`src/hw/rtl/bdn_pkg.sv`:
```
// ----------------------------------------------------------------------------
// bdn_pkg: shared types and constants for the button debounce and axis core
// Field widths, register indexes, reset values and control state types.
// ----------------------------------------------------------------------------
package bdn_pkg;

  localparam int BUTTONS_DEF = 8;
  localparam int PIN_W       = 8;
  localparam int TIME_W      = 63;
  localparam int CNT_W       = $clog2(TIME_W);
  localparam int MS_W        = 16;
  localparam int WAIT_W      = 26;
  localparam int SAMPLE_W    = 12;
  localparam int CAL_W       = 36;
  localparam int DZ_W        = 15;
  localparam int AXIS_W      = 16;
  localparam int FRAC_W      = 14;
  localparam int MAG_W       = SAMPLE_W + FRAC_W;
  localparam int DCNT_W      = $clog2(MAG_W);
  localparam int IDX_W       = 3;

  localparam logic [WAIT_W-1:0] US_PER_MS = WAIT_W'(1000);
  localparam logic [MAG_W-1:0]  QONE      = MAG_W'(16384);

  localparam logic [IDX_W-1:0] REG_DEBOUNCE_MS = 3'd0;
  localparam logic [IDX_W-1:0] REG_ACTIVE_LOW  = 3'd1;
  localparam logic [IDX_W-1:0] REG_BUTTON_MASK = 3'd2;
  localparam logic [IDX_W-1:0] REG_AXIS_ENABLE = 3'd3;
  localparam logic [IDX_W-1:0] REG_X_CAL       = 3'd4;
  localparam logic [IDX_W-1:0] REG_Y_CAL       = 3'd5;
  localparam logic [IDX_W-1:0] REG_DEADZONE    = 3'd6;

  localparam logic [MS_W-1:0]  DEBOUNCE_RST    = 16'd20;
  localparam logic             ACTIVE_LOW_RST  = 1'b1;
  localparam logic [PIN_W-1:0] MASK_RST        = 8'hFF;
  localparam logic [1:0]       AXIS_EN_RST     = 2'b00;
  localparam logic [CAL_W-1:0] CAL_RST         = 36'hFFF800000;
  localparam logic [DZ_W-1:0]  DEADZONE_RST    = 15'd1638;

  typedef struct packed {
    logic [PIN_W-1:0] held;
    logic [PIN_W-1:0] went_down;
    logic [PIN_W-1:0] went_up;
  } btn_status_t;

  typedef enum logic [1:0] {
    CS_IDLE,
    CS_RUN,
    CS_PUT
  } ctrl_state_t;

  typedef enum logic [2:0] {
    AS_IDLE,
    AS_XGO,
    AS_XRUN,
    AS_YGO,
    AS_YRUN
  } axis_state_t;

endpackage

```
`src/hw/rtl/bdn_debounce.sv`:
```
// ----------------------------------------------------------------------------
// bdn_debounce: bit-serial debounce lanes
// Each lane subtracts its change time from the tick time one bit per cycle
// and compares the elapsed time with the debounce wait, LSB first.
// ----------------------------------------------------------------------------
module bdn_debounce #(
  parameter int BUTTONS = bdn_pkg::BUTTONS_DEF
) (
  input  logic                        clk,
  input  logic                        rst,
  input  logic                        start,
  input  logic [bdn_pkg::TIME_W-1:0]  now,
  input  logic [bdn_pkg::PIN_W-1:0]   pins,
  input  logic                        active_low,
  input  logic [bdn_pkg::PIN_W-1:0]   button_mask,
  input  logic [bdn_pkg::MS_W-1:0]    debounce_ms,
  output logic                        done,
  output bdn_pkg::btn_status_t        status
);
  import bdn_pkg::*;

  logic [BUTTONS-1:0] pressed_in, pressed_q, changed, last_raw;
  logic [BUTTONS-1:0] stable_now, stable_before;
  logic [BUTTONS-1:0] borrow, borrow_next, ge, ge_next, ct_in;
  logic [TIME_W-1:0]  change_time [BUTTONS];
  logic [TIME_W-1:0]  now_sr, wait_sr;
  logic [WAIT_W-1:0]  wait_us;
  logic [CNT_W-1:0]   cnt;
  logic               busy, fin;

  assign wait_us = WAIT_W'(debounce_ms) * US_PER_MS;

  for (genvar i = 0; i < BUTTONS; i++) begin : g_lane
    if (i < PIN_W) begin : g_pin
      assign pressed_in[i] = button_mask[i] & (pins[i] ^ active_low);
    end else begin : g_nopin
      assign pressed_in[i] = 1'b0;
    end
  end

  always_comb begin
    logic a, b, w, d;
    a = now_sr[0];
    w = wait_sr[0];
    for (int i = 0; i < BUTTONS; i++) begin
      b = change_time[i][0];
      d = a ^ b ^ borrow[i];
      borrow_next[i] = (~a & b) | (~(a ^ b) & borrow[i]);
      if (d & ~w) begin
        ge_next[i] = 1'b1;
      end else if (~d & w) begin
        ge_next[i] = 1'b0;
      end else begin
        ge_next[i] = ge[i];
      end
      ct_in[i] = changed[i] ? a : b;
    end
  end

  always_ff @(posedge clk) begin
    if (rst) begin
      busy          <= 1'b0;
      fin           <= 1'b0;
      done          <= 1'b0;
      last_raw      <= '0;
      stable_now    <= '0;
      stable_before <= '0;
      for (int i = 0; i < BUTTONS; i++) begin
        change_time[i] <= '0;
      end
    end else begin
      done <= 1'b0;
      if (start) begin
        now_sr    <= now;
        wait_sr   <= TIME_W'(wait_us);
        pressed_q <= pressed_in;
        changed   <= pressed_in ^ last_raw;
        last_raw  <= pressed_in;
        borrow    <= '0;
        ge        <= '1;
        cnt       <= '0;
        busy      <= 1'b1;
      end else if (busy) begin
        now_sr  <= now_sr >> 1;
        wait_sr <= wait_sr >> 1;
        borrow  <= borrow_next;
        ge      <= ge_next;
        for (int i = 0; i < BUTTONS; i++) begin
          change_time[i] <= {ct_in[i], change_time[i][TIME_W-1:1]};
        end
        cnt <= cnt + 1'b1;
        if (cnt == CNT_W'(TIME_W - 1)) begin
          busy <= 1'b0;
          fin  <= 1'b1;
        end
      end else if (fin) begin
        fin  <= 1'b0;
        done <= 1'b1;
        for (int i = 0; i < BUTTONS; i++) begin
          if (!changed[i] && ge[i]) begin
            stable_before[i] <= stable_now[i];
            stable_now[i]    <= pressed_q[i];
          end
        end
      end
    end
  end

  for (genvar j = 0; j < PIN_W; j++) begin : g_out
    if (j < BUTTONS) begin : g_used
      assign status.held[j]      = stable_now[j];
      assign status.went_down[j] = stable_now[j] & ~stable_before[j];
      assign status.went_up[j]   = ~stable_now[j] & stable_before[j];
    end else begin : g_unused
      assign status.held[j]      = 1'b0;
      assign status.went_down[j] = 1'b0;
      assign status.went_up[j]   = 1'b0;
    end
  end

endmodule

```
`src/hw/rtl/bdn_serial_div.sv`:
```
// ----------------------------------------------------------------------------
// bdn_serial_div: restoring divider, one quotient bit per cycle
// Divides the scaled distance by the span; the divisor is never zero.
// ----------------------------------------------------------------------------
module bdn_serial_div (
  input  logic                          clk,
  input  logic                          rst,
  input  logic                          start,
  input  logic [bdn_pkg::MAG_W-1:0]     dividend,
  input  logic [bdn_pkg::SAMPLE_W-1:0]  divisor,
  output logic                          done,
  output logic [bdn_pkg::MAG_W-1:0]     quotient
);
  import bdn_pkg::*;

  logic [SAMPLE_W-1:0] rem, dvs;
  logic [SAMPLE_W:0]   rem_sh, rem_sub;
  logic                take;
  logic [DCNT_W-1:0]   cnt;
  logic                busy;

  assign rem_sh  = {rem, quotient[MAG_W-1]};
  assign take    = rem_sh >= {1'b0, dvs};
  assign rem_sub = rem_sh - {1'b0, dvs};

  always_ff @(posedge clk) begin
    if (rst) begin
      busy <= 1'b0;
      done <= 1'b0;
    end else begin
      done <= 1'b0;
      if (start) begin
        rem      <= '0;
        dvs      <= divisor;
        quotient <= dividend;
        cnt      <= '0;
        busy     <= 1'b1;
      end else if (busy) begin
        rem      <= take ? rem_sub[SAMPLE_W-1:0] : rem_sh[SAMPLE_W-1:0];
        quotient <= {quotient[MAG_W-2:0], take};
        cnt      <= cnt + 1'b1;
        if (cnt == DCNT_W'(MAG_W - 1)) begin
          busy <= 1'b0;
          done <= 1'b1;
        end
      end
    end
  end

endmodule

```
`src/hw/rtl/bdn_axis.sv`:
```
// ----------------------------------------------------------------------------
// bdn_axis: joystick axis scaling sequencer
// Runs X then Y through one shared divider, applies deadzone and clamp.
// ----------------------------------------------------------------------------
module bdn_axis (
  input  logic                                clk,
  input  logic                                rst,
  input  logic                                start,
  input  logic [bdn_pkg::SAMPLE_W-1:0]        x_sample,
  input  logic [bdn_pkg::SAMPLE_W-1:0]        y_sample,
  input  logic [1:0]                          axis_enable,
  input  logic [bdn_pkg::CAL_W-1:0]           x_cal,
  input  logic [bdn_pkg::CAL_W-1:0]           y_cal,
  input  logic [bdn_pkg::DZ_W-1:0]            deadzone,
  output logic                                done,
  output logic signed [bdn_pkg::AXIS_W-1:0]   axis_x,
  output logic signed [bdn_pkg::AXIS_W-1:0]   axis_y
);
  import bdn_pkg::*;

  axis_state_t state, state_next;

  logic [SAMPLE_W-1:0] xs, ys, smp, lo, mid, hi, delta, divisor;
  logic [CAL_W-1:0]    cal;
  logic [SAMPLE_W:0]   span;
  logic                sel_y, upper, empty;
  logic                div_start, div_done, wr_x, wr_y;
  logic [MAG_W-1:0]    quotient;
  logic [AXIS_W-1:0]   mag16, value;

  assign sel_y   = state inside {AS_YGO, AS_YRUN};
  assign smp     = sel_y ? ys : xs;
  assign cal     = sel_y ? y_cal : x_cal;
  assign lo      = cal[SAMPLE_W-1:0];
  assign mid     = cal[2*SAMPLE_W-1:SAMPLE_W];
  assign hi      = cal[3*SAMPLE_W-1:2*SAMPLE_W];
  assign upper   = smp >= mid;
  assign span    = upper ? ({1'b0, hi} - {1'b0, mid}) : ({1'b0, mid} - {1'b0, lo});
  assign delta   = upper ? (smp - mid) : (mid - smp);
  assign empty   = span[SAMPLE_W] || (span == '0);
  assign divisor = empty ? SAMPLE_W'(1) : span[SAMPLE_W-1:0];

  bdn_serial_div u_div (
    .clk      (clk),
    .rst      (rst),
    .start    (div_start),
    .dividend ({delta, {FRAC_W{1'b0}}}),
    .divisor  (divisor),
    .done     (div_done),
    .quotient (quotient)
  );

  always_comb begin
    mag16 = (quotient > QONE) ? QONE[AXIS_W-1:0] : quotient[AXIS_W-1:0];
    if (empty || (quotient < MAG_W'(deadzone))) begin
      value = '0;
    end else if (upper) begin
      value = mag16;
    end else begin
      value = AXIS_W'(0) - mag16;
    end
  end

  always_comb begin
    state_next = state;
    case (state)
      AS_IDLE: if (start) state_next = AS_XGO;
      AS_XGO:  state_next = AS_XRUN;
      AS_XRUN: if (div_done) state_next = AS_YGO;
      AS_YGO:  state_next = AS_YRUN;
      AS_YRUN: if (div_done) state_next = AS_IDLE;
      default: state_next = AS_IDLE;
    endcase
  end

  always_comb begin
    div_start = 1'b0;
    wr_x      = 1'b0;
    wr_y      = 1'b0;
    done      = 1'b0;
    case (state)
      AS_XGO, AS_YGO: div_start = 1'b1;
      AS_XRUN: wr_x = div_done & axis_enable[0];
      AS_YRUN: begin
        wr_y = div_done & axis_enable[1];
        done = div_done;
      end
      default: ;
    endcase
  end

  always_ff @(posedge clk) begin
    if (rst) begin
      state  <= AS_IDLE;
      axis_x <= '0;
      axis_y <= '0;
    end else begin
      state <= state_next;
      if (state == AS_IDLE && start) begin
        xs <= x_sample;
        ys <= y_sample;
      end
      if (wr_x) axis_x <= value;
      if (wr_y) axis_y <= value;
    end
  end

endmodule

```
`src/hw/rtl/button_debounce_and_axis_normalizer_core.sv`:
```
// ----------------------------------------------------------------------------
// button_debounce_and_axis_normalizer_core: button debounce and joystick axes
// Takes one tick per transfer on the s_axis side and returns one status
// transfer on the m_axis side: debounced button state with press and release
// edges, and both joystick axes normalised to signed Q2.14 while enabled.
//
// Configuration is written through cfg_wr_en / cfg_addr / cfg_wdata. The user
// must write it only while the core is idle; the core itself does not enforce
// this. A write to an unused index is dropped.
//
// The time per tick is set by the 63-step bit-serial elapsed-time compare
// that runs on all button lanes at once; the two axis divisions share one
// radix-2 divider (26 steps each) and run alongside it.
//
// Reset (rst, synchronous) restores the register defaults, clears the
// debounce state, change times and axis positions; the time base starts at
// zero. The finished result sits in an output register; while the receiver
// stalls it holds, and a later result is loaded only once it has been sent.
// ----------------------------------------------------------------------------
module button_debounce_and_axis_normalizer_core #(
  parameter int BUTTONS = bdn_pkg::BUTTONS_DEF
) (
  input  logic                        clk,
  input  logic                        rst,
  // time_us [62:0], pin_levels [70:63], joy_x_sample [82:71],
  // joy_y_sample [94:83], zero [95]
  input  logic [95:0]                 s_axis_tdata,
  input  logic                        s_axis_tvalid,
  output logic                        s_axis_tready,
  // held [7:0], went_down [15:8], went_up [23:16], axis_x [39:24],
  // axis_y [55:40]
  output logic [55:0]                 m_axis_tdata,
  output logic                        m_axis_tvalid,
  input  logic                        m_axis_tready,
  input  logic                        cfg_wr_en,
  input  logic [bdn_pkg::IDX_W-1:0]   cfg_addr,
  input  logic [bdn_pkg::CAL_W-1:0]   cfg_wdata
);
  import bdn_pkg::*;

  ctrl_state_t state, state_next;

  logic [MS_W-1:0]    debounce_ms;
  logic               active_low;
  logic [PIN_W-1:0]   button_mask;
  logic [1:0]         axis_enable;
  logic [CAL_W-1:0]   x_cal, y_cal;
  logic [DZ_W-1:0]    deadzone;

  logic               start, load_out;
  logic               deb_done, ax_done, deb_seen, ax_seen;
  btn_status_t        status;
  logic signed [AXIS_W-1:0] axis_x, axis_y;

  always_ff @(posedge clk) begin
    if (rst) begin
      debounce_ms <= DEBOUNCE_RST;
      active_low  <= ACTIVE_LOW_RST;
      button_mask <= MASK_RST;
      axis_enable <= AXIS_EN_RST;
      x_cal       <= CAL_RST;
      y_cal       <= CAL_RST;
      deadzone    <= DEADZONE_RST;
    end else if (cfg_wr_en) begin
      case (cfg_addr)
        REG_DEBOUNCE_MS: debounce_ms <= cfg_wdata[MS_W-1:0];
        REG_ACTIVE_LOW:  active_low  <= cfg_wdata[0];
        REG_BUTTON_MASK: button_mask <= cfg_wdata[PIN_W-1:0];
        REG_AXIS_ENABLE: axis_enable <= cfg_wdata[1:0];
        REG_X_CAL:       x_cal       <= cfg_wdata;
        REG_Y_CAL:       y_cal       <= cfg_wdata;
        REG_DEADZONE:    deadzone    <= cfg_wdata[DZ_W-1:0];
        default: ;
      endcase
    end
  end

  bdn_debounce #(
    .BUTTONS (BUTTONS)
  ) u_debounce (
    .clk         (clk),
    .rst         (rst),
    .start       (start),
    .now         (s_axis_tdata[TIME_W-1:0]),
    .pins        (s_axis_tdata[TIME_W+PIN_W-1:TIME_W]),
    .active_low  (active_low),
    .button_mask (button_mask),
    .debounce_ms (debounce_ms),
    .done        (deb_done),
    .status      (status)
  );

  bdn_axis u_axis (
    .clk         (clk),
    .rst         (rst),
    .start       (start),
    .x_sample    (s_axis_tdata[82:71]),
    .y_sample    (s_axis_tdata[94:83]),
    .axis_enable (axis_enable),
    .x_cal       (x_cal),
    .y_cal       (y_cal),
    .deadzone    (deadzone),
    .done        (ax_done),
    .axis_x      (axis_x),
    .axis_y      (axis_y)
  );

  always_comb begin
    state_next = state;
    case (state)
      CS_IDLE: if (s_axis_tvalid) state_next = CS_RUN;
      CS_RUN:  if (deb_seen && ax_seen) state_next = CS_PUT;
      CS_PUT:  if (!m_axis_tvalid || m_axis_tready) state_next = CS_IDLE;
      default: state_next = CS_IDLE;
    endcase
  end

  always_comb begin
    s_axis_tready = 1'b0;
    load_out      = 1'b0;
    case (state)
      CS_IDLE: s_axis_tready = 1'b1;
      CS_PUT:  load_out = !m_axis_tvalid || m_axis_tready;
      default: ;
    endcase
  end

  assign start = s_axis_tvalid && s_axis_tready;

  always_ff @(posedge clk) begin
    if (rst) begin
      state         <= CS_IDLE;
      deb_seen      <= 1'b0;
      ax_seen       <= 1'b0;
      m_axis_tvalid <= 1'b0;
    end else begin
      state <= state_next;
      if (start) begin
        deb_seen <= 1'b0;
        ax_seen  <= 1'b0;
      end else begin
        if (deb_done) deb_seen <= 1'b1;
        if (ax_done)  ax_seen  <= 1'b1;
      end
      if (load_out) begin
        m_axis_tvalid <= 1'b1;
      end else if (m_axis_tready) begin
        m_axis_tvalid <= 1'b0;
      end
    end
  end

  always_ff @(posedge clk) begin
    if (load_out) begin
      m_axis_tdata <= {axis_y, axis_x, status.went_up, status.went_down, status.held};
    end
  end

endmodule

```
`config.mk`:
```
export PLATFORM = sky130hd
export DESIGN_NAME = button_debounce_and_axis_normalizer_core
export DESIGN_NICKNAME = d
export VERILOG_FILES = /design/src/hw/rtl/bdn_pkg.sv /design/src/hw/rtl/bdn_debounce.sv /design/src/hw/rtl/bdn_serial_div.sv /design/src/hw/rtl/bdn_axis.sv /design/src/hw/rtl/button_debounce_and_axis_normalizer_core.sv
export SDC_FILE = /design/constraint.sdc
export NUM_CORES = 2
export LEC_CHECK = 0
export BUFFER_PORTS_ARGS = -buffer_cell sky130_fd_sc_hd__buf_4
export CAP_MARGIN = 20
export CORE_AREA = 2 2 293 295
export CTS_CLUSTER_SIZE = 28
export DETAILED_ROUTE_END_ITERATION = 10
export DIE_AREA = 0 0 295 297
export PLACE_DENSITY = 0.67
export SYNTH_ARGS = -nofsm -noshare
export SYNTH_HDL_FRONTEND = slang
export SYNTH_SLANG_ARGS = --single-unit
export TNS_END_PERCENT = 30
```
`constraint.sdc`:
```
create_clock -name clk -period 14.03 [get_ports clk]
set_input_delay 1.403 -clock clk [delete_from_list [all_inputs] [get_ports clk]]
set_output_delay 1.403 -clock clk [all_outputs]
set_load 0.05 [all_outputs]
```
==> out/metrics.yaml <==
die:
  coreArea_um2: 84500
  rows: 107
  dieArea_um2: 87600
  ioPinCount: 198
  die_h_um: 297
  initial_core_util_pct: 49.5
  die_x_um: 295
timing:
  fmax_ghz: 0.158
  setup_viol: 0
  fin_crit_sh_pct: 45.2
  rsz0062_at_grt: "false"
  tightest_slew_ns: 1.08
  drv_slew: 0
  period_needed_ns: 6.34
  hold_viol: 0
  fin_tns_setup_ns: 0
  slew_headroom_pct: 28.1
  finClkSkew_ns: 0.0420
power_and_ir_drop:
  power.clock.fraction_pct: 39.8
  peakVddDrop_uv: 103
  total_power_uw: 6300
  p_int_uw: 4870
  leakage_uw: 0.0188
  power_frac_comb_pct: 8.2
  switching_share_pct: 22.8
  powerDensity_nw_per_um2: 132
  switching_power_uw: 1440
  seqPwrFrac_pct: 52.0
critical_path:
  crit_required_ns: 14.53
  critPathKind: "reg -> reg"
  critPathLaunch: "u_axis.state[2]"
  cp_slowest_cell: "mux2i_1"
  r2r-start: "u_axis.state[2]"
  arrival_ns: 6.84
  worstRegToRegCells: 15
  startpoint_type: "flip-flop"
  path_max_fanout: 48
  endpoint: "u_axis.axis_y[1]"
  crit_chain: "nor3b_1, a21o_2, buf_4, mux2i_1, ha_1, and4_1, a211o_1, a221o_1, buf_4, or4_1, nor4_1, o2111a_1, a211o_2, or2_1, o21ai_0"
  r2r-end: "u_axis.axis_y[1]"
  endpoint_kind: "flip-flop"
  cpPeakStageDelay_ns: 0.79
  crit_path_frequent_cell: "buf_4"
  r2r_slack_ns: 7.69
drt:
  drt_pre_antenna_iters: 6
  drcViolationCount: 0
  dr_total_vias: 24300
  ant_nets: 0
  drtIter0Drc: 1709
  wl_mm: 79.5
  wl_per_cell_um: 16.5
  vias_per_cell: 5.04
run_status:
  status: "completed"
yosys:
  syn-num-nets: 3740
  synth_seq_cells: 949
  syn_area_um2: 41800
  synth_area_leaders: "edfxtp_1 55%, dfxtp_1 8.8%, and2_1 5.9%"
  yosys_warnings: 0
  async_flop_share_pct: 0
  synth_ff_type: "edfxtp_1"
  syn_inst: 3402
  synth_top_area_share_pct: 55.0
  syn_area_per_cell_um2: 12.3
  synth_edf_count: 766
  synth_seq_area_share_pct: 63.7
  ys_types: 63
  yosysTopAreaCell: "edfxtp_1"
clock_tree:
  cts-root-buf: "clkbuf_16"
  tritoncts: "built"
  h-tree-depth: 3
  clkLatencyLatePin_ns: 0.66
  cts_hold_buf: 0
  post_cts_buffers: 0
  post_cts_resized: 0
  numCtsBuffers: 97
  cts_buffer_depth: 3
  cts.sinks: 949
  clkTransAtPathRegs_ns: 0.06
grt:
  antenna_found_initial: 3
  grt_usage_pct: 18.4
  first_global_vias: 23600
  grt_pass1_wl_mm: 128
  grt_max_degree: 187
  gr-total-overflow: 0
place:
  dp.cells: 4624
  place_congestion: 0.864
  io_buffers: 196
  dp_hpwl_mm: 51.2
  placed_area_um2: 44500
final_layout:
  syn2layout_area_growth_pct: 14.0
  instances_no_fill: 4812
  final_area_um2: 47700
  drive_above_1_share_pct: 11.5
  nets: 3920
  fin_util_pct: 56.4
run:
  max-cap-violations: 0
min_path:
  hold_class: "reg -> reg"
power groups by stage:
| stage | Sequential (uW) | Clock, uW | Combinational [uW] |
|---|---|---|---|
| 6_report | 3280 | 2510 | 515 |
| 2_1_floorplan | 3360 | 0 | 375 |
| 3_5_place_dp | 3340 | 0 | 518 |
| 4_1_cts | 3280 | 2570 | 521 |
| 3_3_place_gp | 3330 | 0 | 511 |
| 5_1_grt | 3290 | 2670 | 585 |
critical path, delay by kind of cell, from the launching register on:
kind	cells	cell delay (ns)
AO/OA/AOI/OAI	6	1.82
adder cells (fa/ha/maj)	1	0.38
AND/OR/NAND/NOR	5	1.80
flip-flops	1	0.43
buffers and inverters	2	0.90
multiplexers	1	0.79
flip-flops by register name (all words and copies together), names as in the netlist, 15 cells and up:
signal,count
x_cal,36
deadzone,15
debounce_ms,16
u_axis.u_div.quotient,26
m_axis_tdata,56
u_axis.axis_y,16
u_debounce.now_sr,63
u_debounce.change_time,504
u_axis.axis_x,16
y_cal,36
u_debounce.wait_sr,26
layer usage:
layer | global-route usage [%] | vias up | wire length (um)
met2 | 28.6 | 398 | 37000
li1 | - | 12000 | -
met3 | 2.82 | 135 | 3350
met5 | 0 | - | 0
met4 | 5.64 | 0 | 2080
met1 | 26.7 | 11700 | 37100
layout make-up:
cell class	instances	area, um^2
multi-input combinational	2129	14000
tap	1144	1430
sequential	949	26700
inverter	177	667
fill	7045	36800
clock inverter	46	383
clock buffer	137	2730
timing repair buffer	228	1770
antenna	2	5.00
placed cells by master (no fill, tap or decap), types with 6 or more instances in the layout:
master / count
nand3b_1: 43
and2_1: 392
nor3b_1: 10
a221oi_1: 6
xor2_1: 40
inv_1: 176
o21bai_1: 6
fa_1: 67
nor2b_1: 157
nor2_1: 147
clkinv_1: 14
clkinv_2: 16
a31oi_1: 7
nor4_1: 6
nand2_1: 539
clkbuf_1: 27
a22o_1: 10
o21ai_0: 83
o31ai_1: 7
clkbuf_8: 12
a21o_1: 24
mux2i_1: 71
clkbuf_16: 99
buf_4: 223
xnor2_1: 50
o21a_1: 18
a211o_1: 6
or3_1: 7
nor3_1: 25
a21oi_1: 137
or2_2: 8
mux2_2: 23
ha_1: 131
edfxtp_1: 766
nand3_1: 16
nand2b_1: 16
dfxtp_1: 183
synth_stat cells (5+ instances only):
master,count
fa_1,67
o21bai_1,6
a31oi_1,7
a221oi_1,6
or2_2,8
ha_1,131
o31ai_1,7
clkbuf_1,133
xor2_1,40
a21oi_1,137
nor2_1,149
buf_1,12
nor2b_1,158
a22o_1,10
a21o_1,26
nand3b_1,43
o21ai_0,83
nor3_1,27
o31a_1,5
nor4_1,6
mux2_2,23
inv_1,177
a211oi_1,5
dfxtp_1,183
nand2b_1,16
nand4_1,5
nand2_1,540
and2_1,393
or4_1,5
or3_1,7
mux2i_1,71
nor3b_1,11
edfxtp_1,766
a211o_1,6
nand3_1,17
and3_1,5
o21a_1,18
xnor2_1,50
cells by family after synthesis:
logic type | synth area share, %
simple gates | 17.0
flops | 63.7
compound gates | 5.03
buf+inv | 2.93
fa+ha+maj | 7.12
mux | 2.32
xor+xnor | 1.88
worst min-delay path by stage:
stage / depth (start not counted) / from / end / slack [ns]
finish: 0 / u_axis.axis_y[12] / m_axis_tdata[52] / 0.42
global route: 0 / u_axis.axis_y[1] / m_axis_tdata[41] / 0.44
CTS: 0 / u_axis.axis_y[12] / m_axis_tdata[52] / 0.43
detailed placement: 0 / u_axis.axis_y[4] / m_axis_tdata[44] / 0.42
global placement: 0 / u_axis.axis_x[2] / m_axis_tdata[26] / 0.41
floorplan: 0 / u_axis.axis_x[0] / m_axis_tdata[24] / 0.41
stage by stage:
stage	setup WS (ns)	hold WS, ns
after CTS	7.67	0.429
after detailed placement	7.69	0.416
after global placement	7.75	0.414
after floorplan	1.19	0.408
final	7.69	0.420
after global routing	7.32	0.440
Power figures use the tool's default switching activity.
